<file path="src/rtl/core/rsbs_pkg.sv">
// Package for the range scan breakpoint segmenter.
// Holds the item types, configuration types, register indexes and sizing constants.
// Used by every module of the block; it depends on nothing else.
package rsbs_pkg;

    localparam int MAX_SAMPLES = 4096;
    localparam int IDX_W       = $clog2(MAX_SAMPLES);
    localparam int LEN_W       = IDX_W + 1;
    localparam int MINP_W      = 13;
    localparam int CMP_W       = (LEN_W > MINP_W) ? LEN_W : MINP_W;
    localparam int OUT_IDX_W   = 12;
    localparam int RANGE_W     = 16;
    localparam int CFG_DATA_W  = 16;
    localparam int CFG_IDX_W   = 3;
    localparam int PROD_W      = 2 * (RANGE_W + 1);

    localparam logic [IDX_W-1:0] IDX_MAX = IDX_W'(MAX_SAMPLES - 1);

    localparam int QUEUE_DEPTH = 8;
    localparam int QPTR_W      = $clog2(QUEUE_DEPTH);
    localparam int QCNT_W      = $clog2(QUEUE_DEPTH + 1);

    localparam int OQ_DEPTH    = 4;
    localparam int OQPTR_W     = $clog2(OQ_DEPTH);
    localparam int OQCNT_W     = $clog2(OQ_DEPTH + 1);

    localparam logic [MINP_W-1:0]  RST_MIN_SEG_LEN = MINP_W'(2);
    localparam logic [RANGE_W-1:0] RST_DIST_0      = RANGE_W'(0);
    localparam logic [RANGE_W-1:0] RST_DIST_1      = RANGE_W'(1000);
    localparam logic [RANGE_W-1:0] RST_DIST_2      = RANGE_W'(4000);
    localparam logic [RANGE_W-1:0] RST_ERR         = RANGE_W'(50);

    typedef enum logic [CFG_IDX_W-1:0] {
        CFG_MIN_SEG_LEN = 3'd0,
        CFG_DIST_0      = 3'd1,
        CFG_ERR_0       = 3'd2,
        CFG_DIST_1      = 3'd3,
        CFG_ERR_1       = 3'd4,
        CFG_DIST_2      = 3'd5,
        CFG_ERR_2       = 3'd6
    } cfg_index_t;

    typedef struct packed {
        logic [MINP_W-1:0]  min_seg_len;
        logic [RANGE_W-1:0] dist0;
        logic [RANGE_W-1:0] err0;
        logic [RANGE_W-1:0] dist1;
        logic [RANGE_W-1:0] err1;
        logic [RANGE_W-1:0] dist2;
        logic [RANGE_W-1:0] err2;
    } cfg_t;

    typedef struct packed {
        logic [RANGE_W-1:0] sample_range;
        logic               scan_end;
    } in_item_t;

    typedef struct packed {
        logic [OUT_IDX_W-1:0] seg_start;
        logic [OUT_IDX_W-1:0] seg_end;
        logic                 last_of_run;
    } out_item_t;

    typedef struct packed {
        logic             brk;
        logic             scan_end;
        logic             first;
        logic [IDX_W-1:0] prev_idx;
        logic [IDX_W-1:0] idx;
    } seg_item_t;

endpackage

</file>
<file path="src/rtl/core/rsbs_front.sv">
// Front part of the segmenter: accepts samples, tracks indexes and runs the breakpoint test.
// Three registered stages: neighbor compare, table interpolation operands, cross products.
// Depends on rsbs_pkg.
module rsbs_front (
    input  logic                          clk,
    input  logic                          rst_n,
    input  rsbs_pkg::cfg_t                cfg,
    input  logic                          in_valid,
    output logic                          in_stall,
    input  rsbs_pkg::in_item_t            in_data,
    input  logic [rsbs_pkg::QCNT_W-1:0]   q_count,
    output logic                          q_push,
    output rsbs_pkg::seg_item_t           q_item
);

    logic                                   in_accept;
    logic [rsbs_pkg::QCNT_W-1:0]            inflight;

    logic [rsbs_pkg::RANGE_W-1:0]           prev_range_reg, prev_range_next;
    logic                                   have_prev_reg, have_prev_next;
    logic [rsbs_pkg::IDX_W-1:0]             sample_index_reg, sample_index_next;

    logic [rsbs_pkg::IDX_W-1:0]             idx_new;
    logic [rsbs_pkg::RANGE_W-1:0]           lo_new, diff_new;
    rsbs_pkg::seg_item_t                    item_new;

    logic                                   s1_valid_reg;
    rsbs_pkg::seg_item_t                    s1_item_reg;
    logic [rsbs_pkg::RANGE_W-1:0]           s1_lo_reg, s1_diff_reg;

    logic                                   below, above, upper;
    logic [rsbs_pkg::RANGE_W-1:0]           dl, dr, el, er, err_direct;
    logic                                   direct_next, hit_next;
    logic signed [rsbs_pkg::RANGE_W:0]      a_next, derr_next;
    logic [rsbs_pkg::RANGE_W-1:0]           span_next, off_next;

    logic                                   s2_valid_reg;
    rsbs_pkg::seg_item_t                    s2_item_reg;
    logic                                   s2_direct_reg, s2_hit_reg;
    logic signed [rsbs_pkg::RANGE_W:0]      s2_a_reg, s2_derr_reg;
    logic [rsbs_pkg::RANGE_W-1:0]           s2_span_reg, s2_off_reg;
    logic signed [rsbs_pkg::RANGE_W:0]      span_s, off_s;
    logic signed [rsbs_pkg::PROD_W-1:0]     prod_l_next, prod_r_next;

    logic                                   s3_valid_reg;
    rsbs_pkg::seg_item_t                    s3_item_reg;
    logic                                   s3_direct_reg, s3_hit_reg;
    logic signed [rsbs_pkg::PROD_W-1:0]     s3_prod_l_reg, s3_prod_r_reg;

    // Every item in the pipeline holds a queue slot, so pushes never overflow.
    assign inflight = q_count + rsbs_pkg::QCNT_W'(s1_valid_reg)
                    + rsbs_pkg::QCNT_W'(s2_valid_reg) + rsbs_pkg::QCNT_W'(s3_valid_reg);
    assign in_stall  = (inflight >= rsbs_pkg::QCNT_W'(rsbs_pkg::QUEUE_DEPTH));
    assign in_accept = in_valid && !in_stall;

    always_comb
    begin
        if (!have_prev_reg)
        begin
            idx_new = '0;
        end
        else if (sample_index_reg == rsbs_pkg::IDX_MAX)
        begin
            idx_new = rsbs_pkg::IDX_MAX;
        end
        else
        begin
            idx_new = sample_index_reg + rsbs_pkg::IDX_W'(1);
        end

        if (prev_range_reg < in_data.sample_range)
        begin
            lo_new   = prev_range_reg;
            diff_new = in_data.sample_range - prev_range_reg;
        end
        else
        begin
            lo_new   = in_data.sample_range;
            diff_new = prev_range_reg - in_data.sample_range;
        end

        item_new.brk      = 1'b0;
        item_new.scan_end = in_data.scan_end;
        item_new.first    = !have_prev_reg;
        item_new.prev_idx = sample_index_reg;
        item_new.idx      = idx_new;

        prev_range_next   = prev_range_reg;
        have_prev_next    = have_prev_reg;
        sample_index_next = sample_index_reg;
        if (in_accept)
        begin
            if (in_data.scan_end)
            begin
                prev_range_next   = '0;
                have_prev_next    = 1'b0;
                sample_index_next = '0;
            end
            else
            begin
                prev_range_next   = in_data.sample_range;
                have_prev_next    = 1'b1;
                sample_index_next = idx_new;
            end
        end
    end

    always_comb
    begin
        below = s1_lo_reg < cfg.dist0;
        above = s1_lo_reg > cfg.dist2;
        upper = s1_lo_reg > cfg.dist1;
        dl    = upper ? cfg.dist1 : cfg.dist0;
        dr    = upper ? cfg.dist2 : cfg.dist1;
        el    = upper ? cfg.err1  : cfg.err0;
        er    = upper ? cfg.err2  : cfg.err1;

        if (below)
        begin
            err_direct = cfg.err0;
        end
        else if (above)
        begin
            err_direct = cfg.err2;
        end
        else
        begin
            err_direct = el;
        end

        direct_next = below || above || (dr <= dl);
        hit_next    = s1_diff_reg > err_direct;
        a_next      = $signed({1'b0, s1_diff_reg}) - $signed({1'b0, el});
        derr_next   = $signed({1'b0, er}) - $signed({1'b0, el});
        span_next   = dr - dl;
        off_next    = s1_lo_reg - dl;
    end

    assign span_s      = $signed({1'b0, s2_span_reg});
    assign off_s       = $signed({1'b0, s2_off_reg});
    assign prod_l_next = s2_a_reg * span_s;
    assign prod_r_next = off_s * s2_derr_reg;

    always_comb
    begin
        q_push = s3_valid_reg;
        q_item = s3_item_reg;
        if (s3_item_reg.first)
        begin
            q_item.brk = 1'b0;
        end
        else if (s3_direct_reg)
        begin
            q_item.brk = s3_hit_reg;
        end
        else
        begin
            q_item.brk = s3_prod_l_reg > s3_prod_r_reg;
        end
    end

    always_ff @(posedge clk or negedge rst_n)
    begin
        if (!rst_n)
        begin
            prev_range_reg   <= '0;
            have_prev_reg    <= 1'b0;
            sample_index_reg <= '0;
            s1_valid_reg     <= 1'b0;
            s2_valid_reg     <= 1'b0;
            s3_valid_reg     <= 1'b0;
        end
        else
        begin
            prev_range_reg   <= prev_range_next;
            have_prev_reg    <= have_prev_next;
            sample_index_reg <= sample_index_next;
            s1_valid_reg     <= in_accept;
            s2_valid_reg     <= s1_valid_reg;
            s3_valid_reg     <= s2_valid_reg;
        end
    end

    always_ff @(posedge clk)
    begin
        s1_item_reg   <= item_new;
        s1_lo_reg     <= lo_new;
        s1_diff_reg   <= diff_new;
        s2_item_reg   <= s1_item_reg;
        s2_direct_reg <= direct_next;
        s2_hit_reg    <= hit_next;
        s2_a_reg      <= a_next;
        s2_derr_reg   <= derr_next;
        s2_span_reg   <= span_next;
        s2_off_reg    <= off_next;
        s3_item_reg   <= s2_item_reg;
        s3_direct_reg <= s2_direct_reg;
        s3_hit_reg    <= s2_hit_reg;
        s3_prod_l_reg <= prod_l_next;
        s3_prod_r_reg <= prod_r_next;
    end

endmodule

</file>
<file path="src/rtl/core/rsbs_queue.sv">
// Short queue of classified items between the front and back parts.
// Holds rsbs_pkg::QUEUE_DEPTH entries; depends on rsbs_pkg.
module rsbs_queue (
    input  logic                          clk,
    input  logic                          rst_n,
    input  logic                          push,
    input  rsbs_pkg::seg_item_t           push_item,
    input  logic                          pop,
    output logic                          head_valid,
    output rsbs_pkg::seg_item_t           head_item,
    output logic [rsbs_pkg::QCNT_W-1:0]   count
);

    rsbs_pkg::seg_item_t                  mem [rsbs_pkg::QUEUE_DEPTH];
    logic [rsbs_pkg::QPTR_W-1:0]          wr_ptr_reg, wr_ptr_next;
    logic [rsbs_pkg::QPTR_W-1:0]          rd_ptr_reg, rd_ptr_next;
    logic [rsbs_pkg::QCNT_W-1:0]          count_reg, count_next;

    assign head_valid = (count_reg != '0);
    assign head_item  = mem[rd_ptr_reg];
    assign count      = count_reg;

    always_comb
    begin
        wr_ptr_next = push ? wr_ptr_reg + rsbs_pkg::QPTR_W'(1) : wr_ptr_reg;
        rd_ptr_next = pop  ? rd_ptr_reg + rsbs_pkg::QPTR_W'(1) : rd_ptr_reg;
        count_next  = count_reg + rsbs_pkg::QCNT_W'(push) - rsbs_pkg::QCNT_W'(pop);
    end

    always_ff @(posedge clk or negedge rst_n)
    begin
        if (!rst_n)
        begin
            wr_ptr_reg <= '0;
            rd_ptr_reg <= '0;
            count_reg  <= '0;
        end
        else
        begin
            wr_ptr_reg <= wr_ptr_next;
            rd_ptr_reg <= rd_ptr_next;
            count_reg  <= count_next;
        end
    end

    always_ff @(posedge clk)
    begin
        if (push)
        begin
            mem[wr_ptr_reg] <= push_item;
        end
    end

endmodule

</file>
<file path="src/rtl/core/rsbs_back.sv">
// Back part of the segmenter: keeps the open segment and forms the reported index pairs.
// Results wait in a small output queue: up to two per cycle, while two entries are free.
// Depends on rsbs_pkg.
module rsbs_back (
    input  logic                          clk,
    input  logic                          rst_n,
    input  logic [rsbs_pkg::MINP_W-1:0]   min_seg_len,
    input  logic                          q_valid,
    input  rsbs_pkg::seg_item_t           q_item,
    output logic                          q_pop,
    output logic                          out_valid,
    input  logic                          out_stall,
    output rsbs_pkg::out_item_t           out_data
);

    logic [rsbs_pkg::IDX_W-1:0]           seg_first_reg, seg_first_next;
    logic [rsbs_pkg::IDX_W-1:0]           first_eff, first_new;
    logic [rsbs_pkg::LEN_W-1:0]           len_a, len_b;
    logic                                 emit_a, emit_b, out_pop;
    rsbs_pkg::out_item_t                  res_a, res_b;

    rsbs_pkg::out_item_t                  oq_mem [rsbs_pkg::OQ_DEPTH];
    logic [rsbs_pkg::OQPTR_W-1:0]         wr_ptr_reg, wr_ptr_next, wr_ptr_b;
    logic [rsbs_pkg::OQPTR_W-1:0]         rd_ptr_reg, rd_ptr_next;
    logic [rsbs_pkg::OQCNT_W-1:0]         count_reg, count_next;

    assign out_valid = (count_reg != '0);
    assign out_data  = oq_mem[rd_ptr_reg];
    assign out_pop   = out_valid && !out_stall;
    assign q_pop     = q_valid
                    && (count_reg <= rsbs_pkg::OQCNT_W'(rsbs_pkg::OQ_DEPTH - 2));

    always_comb
    begin
        first_eff = q_item.first ? '0 : seg_first_reg;
        first_new = q_item.brk ? q_item.idx : first_eff;

        len_a = {1'b0, q_item.prev_idx} - {1'b0, first_eff} + rsbs_pkg::LEN_W'(1);
        len_b = {1'b0, q_item.idx} - {1'b0, first_new} + rsbs_pkg::LEN_W'(1);

        emit_a = q_pop && q_item.brk
              && (rsbs_pkg::CMP_W'(len_a) >= rsbs_pkg::CMP_W'(min_seg_len));
        emit_b = q_pop && q_item.scan_end
              && (rsbs_pkg::CMP_W'(len_b) >= rsbs_pkg::CMP_W'(min_seg_len));

        res_a.seg_start   = rsbs_pkg::OUT_IDX_W'(first_eff);
        res_a.seg_end     = rsbs_pkg::OUT_IDX_W'(q_item.prev_idx);
        res_a.last_of_run = !emit_b;
        res_b.seg_start   = rsbs_pkg::OUT_IDX_W'(first_new);
        res_b.seg_end     = rsbs_pkg::OUT_IDX_W'(q_item.idx);
        res_b.last_of_run = 1'b1;

        seg_first_next = seg_first_reg;
        if (q_pop)
        begin
            seg_first_next = q_item.scan_end ? '0 : first_new;
        end

        wr_ptr_b    = wr_ptr_reg + rsbs_pkg::OQPTR_W'(emit_a);
        wr_ptr_next = wr_ptr_b + rsbs_pkg::OQPTR_W'(emit_b);
        rd_ptr_next = out_pop ? rd_ptr_reg + rsbs_pkg::OQPTR_W'(1) : rd_ptr_reg;
        count_next  = count_reg + rsbs_pkg::OQCNT_W'(emit_a) + rsbs_pkg::OQCNT_W'(emit_b)
                    - rsbs_pkg::OQCNT_W'(out_pop);
    end

    always_ff @(posedge clk or negedge rst_n)
    begin
        if (!rst_n)
        begin
            seg_first_reg <= '0;
            wr_ptr_reg    <= '0;
            rd_ptr_reg    <= '0;
            count_reg     <= '0;
        end
        else
        begin
            seg_first_reg <= seg_first_next;
            wr_ptr_reg    <= wr_ptr_next;
            rd_ptr_reg    <= rd_ptr_next;
            count_reg     <= count_next;
        end
    end

    always_ff @(posedge clk)
    begin
        if (emit_a)
        begin
            oq_mem[wr_ptr_reg] <= res_a;
        end
        if (emit_b)
        begin
            oq_mem[wr_ptr_b] <= res_b;
        end
    end

endmodule

</file>
<file path="src/rtl/core/range_scan_breakpoint_segmenter.sv">
// Top level of the range scan breakpoint segmenter: configuration registers and the
// front, queue and back parts. Depends on rsbs_pkg, rsbs_front, rsbs_queue and rsbs_back.
//
//  Channel | Handshake                  | Payload
//  --------+----------------------------+------------------------------------------
//  in      | in_valid / in_stall        | in_data: sample_range, scan_end
//  out     | out_valid / out_stall      | out_data: seg_start, seg_end, last_of_run
//  cfg     | cfg_write                  | cfg_index, cfg_data
//
// One item is accepted per cycle when the output side keeps up.
// A result passes the three front stages, the queue and the back's output queue before it leaves.
// Results leave one per cycle while out_stall is low; an item's two results leave in turn.
// Reset clears the scan state and both queues, and loads the default table.
// in_stall rises when the eight queue slots, counting items still in the front, are taken.
module range_scan_breakpoint_segmenter (
    input  logic                               clk,
    input  logic                               rst_n,
    input  logic                               in_valid,
    output logic                               in_stall,
    input  rsbs_pkg::in_item_t                 in_data,
    output logic                               out_valid,
    input  logic                               out_stall,
    output rsbs_pkg::out_item_t                out_data,
    input  logic                               cfg_write,
    input  logic [rsbs_pkg::CFG_IDX_W-1:0]     cfg_index,
    input  logic [rsbs_pkg::CFG_DATA_W-1:0]    cfg_data
);

    rsbs_pkg::cfg_t                   cfg_reg, cfg_next;
    logic [rsbs_pkg::QCNT_W-1:0]      q_count;
    logic                             q_push, q_pop, q_valid;
    rsbs_pkg::seg_item_t              q_push_item, q_head_item;

    always_comb
    begin
        cfg_next = cfg_reg;
        if (cfg_write)
        begin
            case (cfg_index)
                rsbs_pkg::CFG_MIN_SEG_LEN:
                    cfg_next.min_seg_len = cfg_data[rsbs_pkg::MINP_W-1:0];
                rsbs_pkg::CFG_DIST_0:     cfg_next.dist0      = cfg_data;
                rsbs_pkg::CFG_ERR_0:      cfg_next.err0       = cfg_data;
                rsbs_pkg::CFG_DIST_1:     cfg_next.dist1      = cfg_data;
                rsbs_pkg::CFG_ERR_1:      cfg_next.err1       = cfg_data;
                rsbs_pkg::CFG_DIST_2:     cfg_next.dist2      = cfg_data;
                rsbs_pkg::CFG_ERR_2:      cfg_next.err2       = cfg_data;
                default:                  cfg_next            = cfg_reg;
            endcase
        end
    end

    always_ff @(posedge clk or negedge rst_n)
    begin
        if (!rst_n)
        begin
            cfg_reg.min_seg_len <= rsbs_pkg::RST_MIN_SEG_LEN;
            cfg_reg.dist0       <= rsbs_pkg::RST_DIST_0;
            cfg_reg.err0        <= rsbs_pkg::RST_ERR;
            cfg_reg.dist1       <= rsbs_pkg::RST_DIST_1;
            cfg_reg.err1        <= rsbs_pkg::RST_ERR;
            cfg_reg.dist2       <= rsbs_pkg::RST_DIST_2;
            cfg_reg.err2        <= rsbs_pkg::RST_ERR;
        end
        else
        begin
            cfg_reg <= cfg_next;
        end
    end

    rsbs_front u_front (
        .clk      (clk),
        .rst_n    (rst_n),
        .cfg      (cfg_reg),
        .in_valid (in_valid),
        .in_stall (in_stall),
        .in_data  (in_data),
        .q_count  (q_count),
        .q_push   (q_push),
        .q_item   (q_push_item)
    );

    rsbs_queue u_queue (
        .clk        (clk),
        .rst_n      (rst_n),
        .push       (q_push),
        .push_item  (q_push_item),
        .pop        (q_pop),
        .head_valid (q_valid),
        .head_item  (q_head_item),
        .count      (q_count)
    );

    rsbs_back u_back (
        .clk         (clk),
        .rst_n       (rst_n),
        .min_seg_len (cfg_reg.min_seg_len),
        .q_valid     (q_valid),
        .q_item      (q_head_item),
        .q_pop       (q_pop),
        .out_valid   (out_valid),
        .out_stall   (out_stall),
        .out_data    (out_data)
    );

endmodule

</file>
<file path="config.mk">
export PLATFORM = sky130hd
export DESIGN_NAME = range_scan_breakpoint_segmenter
export DESIGN_NICKNAME = d
export VERILOG_FILES = /design/src/rtl/core/rsbs_pkg.sv /design/src/rtl/core/rsbs_front.sv /design/src/rtl/core/rsbs_queue.sv /design/src/rtl/core/rsbs_back.sv /design/src/rtl/core/range_scan_breakpoint_segmenter.sv
export SDC_FILE = /design/constraint.sdc
export NUM_CORES = 2
export LEC_CHECK = 0
export ABC_CLOCK_PERIOD_IN_PS = 7800
export BUFFER_PORTS_ARGS = -buffer_cell sky130_fd_sc_hd__buf_4
export CAP_MARGIN = 20
export CORE_MARGIN = 5
export CORE_UTILIZATION = 45
export DETAILED_ROUTE_END_ITERATION = 10
export PLACE_DENSITY = 0.58
export SLEW_MARGIN = 20
export SYNTH_ARGS = -nofsm -noshare
export SYNTH_HDL_FRONTEND = slang
export SYNTH_SLANG_ARGS = --single-unit
export TNS_END_PERCENT = 100
</file>
<file path="constraint.sdc">
create_clock -name clk -period 7.8 [get_ports clk]
set_clock_uncertainty 0.1 [all_clocks]
set_input_delay 0.78 -clock clk [delete_from_list [all_inputs] [get_ports clk]]
set_output_delay 0.78 -clock clk [all_outputs]
set_load 0.01 [all_outputs]
</file>
==> results.md <==
* Total CTS buffers at just over 80
* Vias in the first global route at around 37k
* Port buffer count at between 60 and 70
* Max-cap violations at 0
* Worst setup SP type: flop
* Final period utilization at between 90% and 100%
* Starting Density at between 40 and 50%
* Hold Path Class: flop to flop
* CP Max Fanout at 24
* CTS Sinks at 734
* Vias per inst at roughly 5.2
* Core Area at 118000 µm²
* Max FFs per register at around 220
* Flops & latches, synth at 734
* Run status: completed
* Grt total ovfl at 0
* CTS Root Cell: clkbuf_16
* Crit path DAT at roughly 7.4 ns
* Slew Viols, Final at 0
* Worst EP required at ~8 ns
* Post-synth EDFFs at ~310
* Final setup viols at 0
* Largest net degree at the start of global routing at 73
* Routed via count at approximately 35k
* Slew @ Worst Pin at about 0.95 ns
* Clock tree from TritonCTS: done
* Drt wl/cell at between 15 and 20 µm
* Die Ht at 356 µm
* Setup crit end kind: flop
* Hold Fails Final Rpt at 0
* Initial antenna violation count at 1
* Number of routed nets with antenna violations at 0
* RePlAce Congestion at 0.874
* Most common cell after layout, fill and taps aside: inv_1
* Synth Area per Inst at between 10 and 15 µm²
* Final period demand of the worst path at between 7 and 8 ns
* Unrepaired setup endpoints after global routing: no
* # diodes at 0
* Worst-Skew Late Latency at 0.68 ns
* Syn_nets at around 6.0k
* Clk slew on worst S/H paths at around 0.060 ns
* All-Layer GR Usage at 21.8%
* Hpwl dp at between 100000 and 150000 µm
* Nets at 6118
* CTS H-tree depth at 3
* Maximum clock rate at roughly 140 MHz
* Synth unique cells at 83
* Max clock buf depth at 3
* Relative max-transition margin at about a third
* Synth Flop Type: edfxtp_1
* Yosys Warn Count at 0
* Asr flop ratio synth at around 23%
* Post-CTS Setup Inserts at 0
* Chip Width at 356 µm
* Drt initial violations at approximately 2.3k
* Class of the most critical setup path: flop to flop
* Fin Setup TNS at 0 ns
* Most frequent cells in the layout: inv_1 (851), nand2_1 (538), fa_1 (500)
* WL final at approximately 140000 µm
* Layout cell share with drive strength beyond 1 at between 10% and 20%
* First-pass GRT wire length at about 210000 µm
* Synth-to-Final Area Change at 9.82%
* Die Footprint at 127000 µm²
* Ports at 68
* DRT Pass-1 Iters at 7
* Sequential share of the synthesized area at between 30% and 40%
* Std cell rows at 126
* Cells after Synth at roughly 5k
* Post-Syn Area at roughly 54000 µm²
* DRC viols at 0
## final timing paths
kind / startpoint / to / slack (ns) / cells after the start
min in group asynchronous: rst_n / u_front.sample_index_reg[9]$_DFFE_PN0P_ / 0.55 / 2
setup reg to reg: u_queue.rd_ptr_reg[0]$_DFFE_PN0P_ / u_back.oq_mem[1][15]$_DFFE_PP_ / 0.64 / 27
setup / recovery: u_queue.rd_ptr_reg[0]$_DFFE_PN0P_ / u_back.oq_mem[1][15]$_DFFE_PP_ / 0.64 / 27
hold / removal: u_front.s1_item_reg[21]$_DFF_P_ / u_front.s2_item_reg[21]$_DFF_P_ / 0.22 / 0
max in group asynchronous: rst_n / u_queue.rd_ptr_reg[0]$_DFFE_PN0P_ / 5.60 / 3
hold reg to reg: u_front.s1_item_reg[21]$_DFF_P_ / u_front.s2_item_reg[21]$_DFF_P_ / 0.22 / 0
## kinds of logic (layout without fill, tap and decap cells)
logic type	after synthesis	count (layout)	share of synthesized area, %
mux	255	255	6.80
fa+ha+maj	984	984	29.8
compound gates	718	718	8.44
buf+inv	1024	1167	7.47
xor+xnor	173	173	2.81
flops	734	734	34.7
simple gates	1131	1131	9.90
## metrics by stage
| step | worst slack, ns | util (%) | hold WS, ns | std cells | area, µm² |
|---|---|---|---|---|---|
| floorplan | 0.761 | - | 0.210 | 5019 | 53800 |
| global placement | 0.500 | 47.5 | 0.211 | 6606 | 56300 |
| detailed placement | 0.493 | 47.6 | 0.212 | 6607 | 56300 |
| CTS | 0.478 | 49.9 | 0.183 | 6761 | 59100 |
| global route | 0.0716 | 49.9 | 0.205 | 6762 | 59100 |
| finish | 0.635 | 49.9 | 0.222 | 6762 | 59100 |
## metal layers
metal	share of wire, %	vias to the layer above	global-route usage, %
met4	3.3	2	6.33
met3	4.9	195	3.31
met2	47	741	36.2
li1	-	16700	-
met1	45	17800	29.7
met5	0.0096	-	0
## cell usage after synthesis (all sizes together) (100+ instances only)
cell type  number  share of area, %
nand2         539               3.8
and2          209               2.4
edfxtp        312                17
nor2          143               1.0
dfrtp         148               6.9
dfxtp         252               9.4
xnor2         134               2.2
a21oi         174               1.6
o21ai         173               1.6
ha            484                11
clkbuf        114              0.80
o22ai         100               1.2
fa            500                19
inv           852               5.9
## repair_timing
action                     CTS  global route
setup endpoints to repair    0            21
hold buffers                 1             0
resized for setup            0             5
hold endpoints to repair     3             0
## area by class of cell
class | count | area (µm²)
multi-input cells | 3261 | 31200
fillers | 10800 | 59300
repair buffers | 162 | 1240
clock buffers | 117 | 2330
inverters | 852 | 3200
well taps | 1600 | 2000
flip-flops and latches | 734 | 18700
clock inverters | 36 | 440
## critical path: stages, from the launching register on
cell,delay (ns)
dfrtp_4,0.64
mux4_2,0.57
mux2i_2,0.19
buf_4,0.26
nand2_1,0.21
ha_1,0.24
ha_1,0.24
fa_1,0.47
a21o_1,0.18
a21oi_1,0.23
o21bai_1,0.10
a21oi_1,0.23
o21bai_1,0.10
a21oi_1,0.22
o21bai_1,0.09
a21oi_1,0.18
xnor2_1,0.14
ha_1,0.26
and4_1,0.22
nand2_1,0.06
nor3_1,0.04
o211ai_1,0.15
nand2_1,0.21
ha_1,0.39
inv_1,0.06
or3_1,0.57
nand2_1,0.13
buf_4,0.33
Power is left out: the tool's default activity adds up to more than one toggle a clock period on the data nets, which glitch-free logic cannot reach.
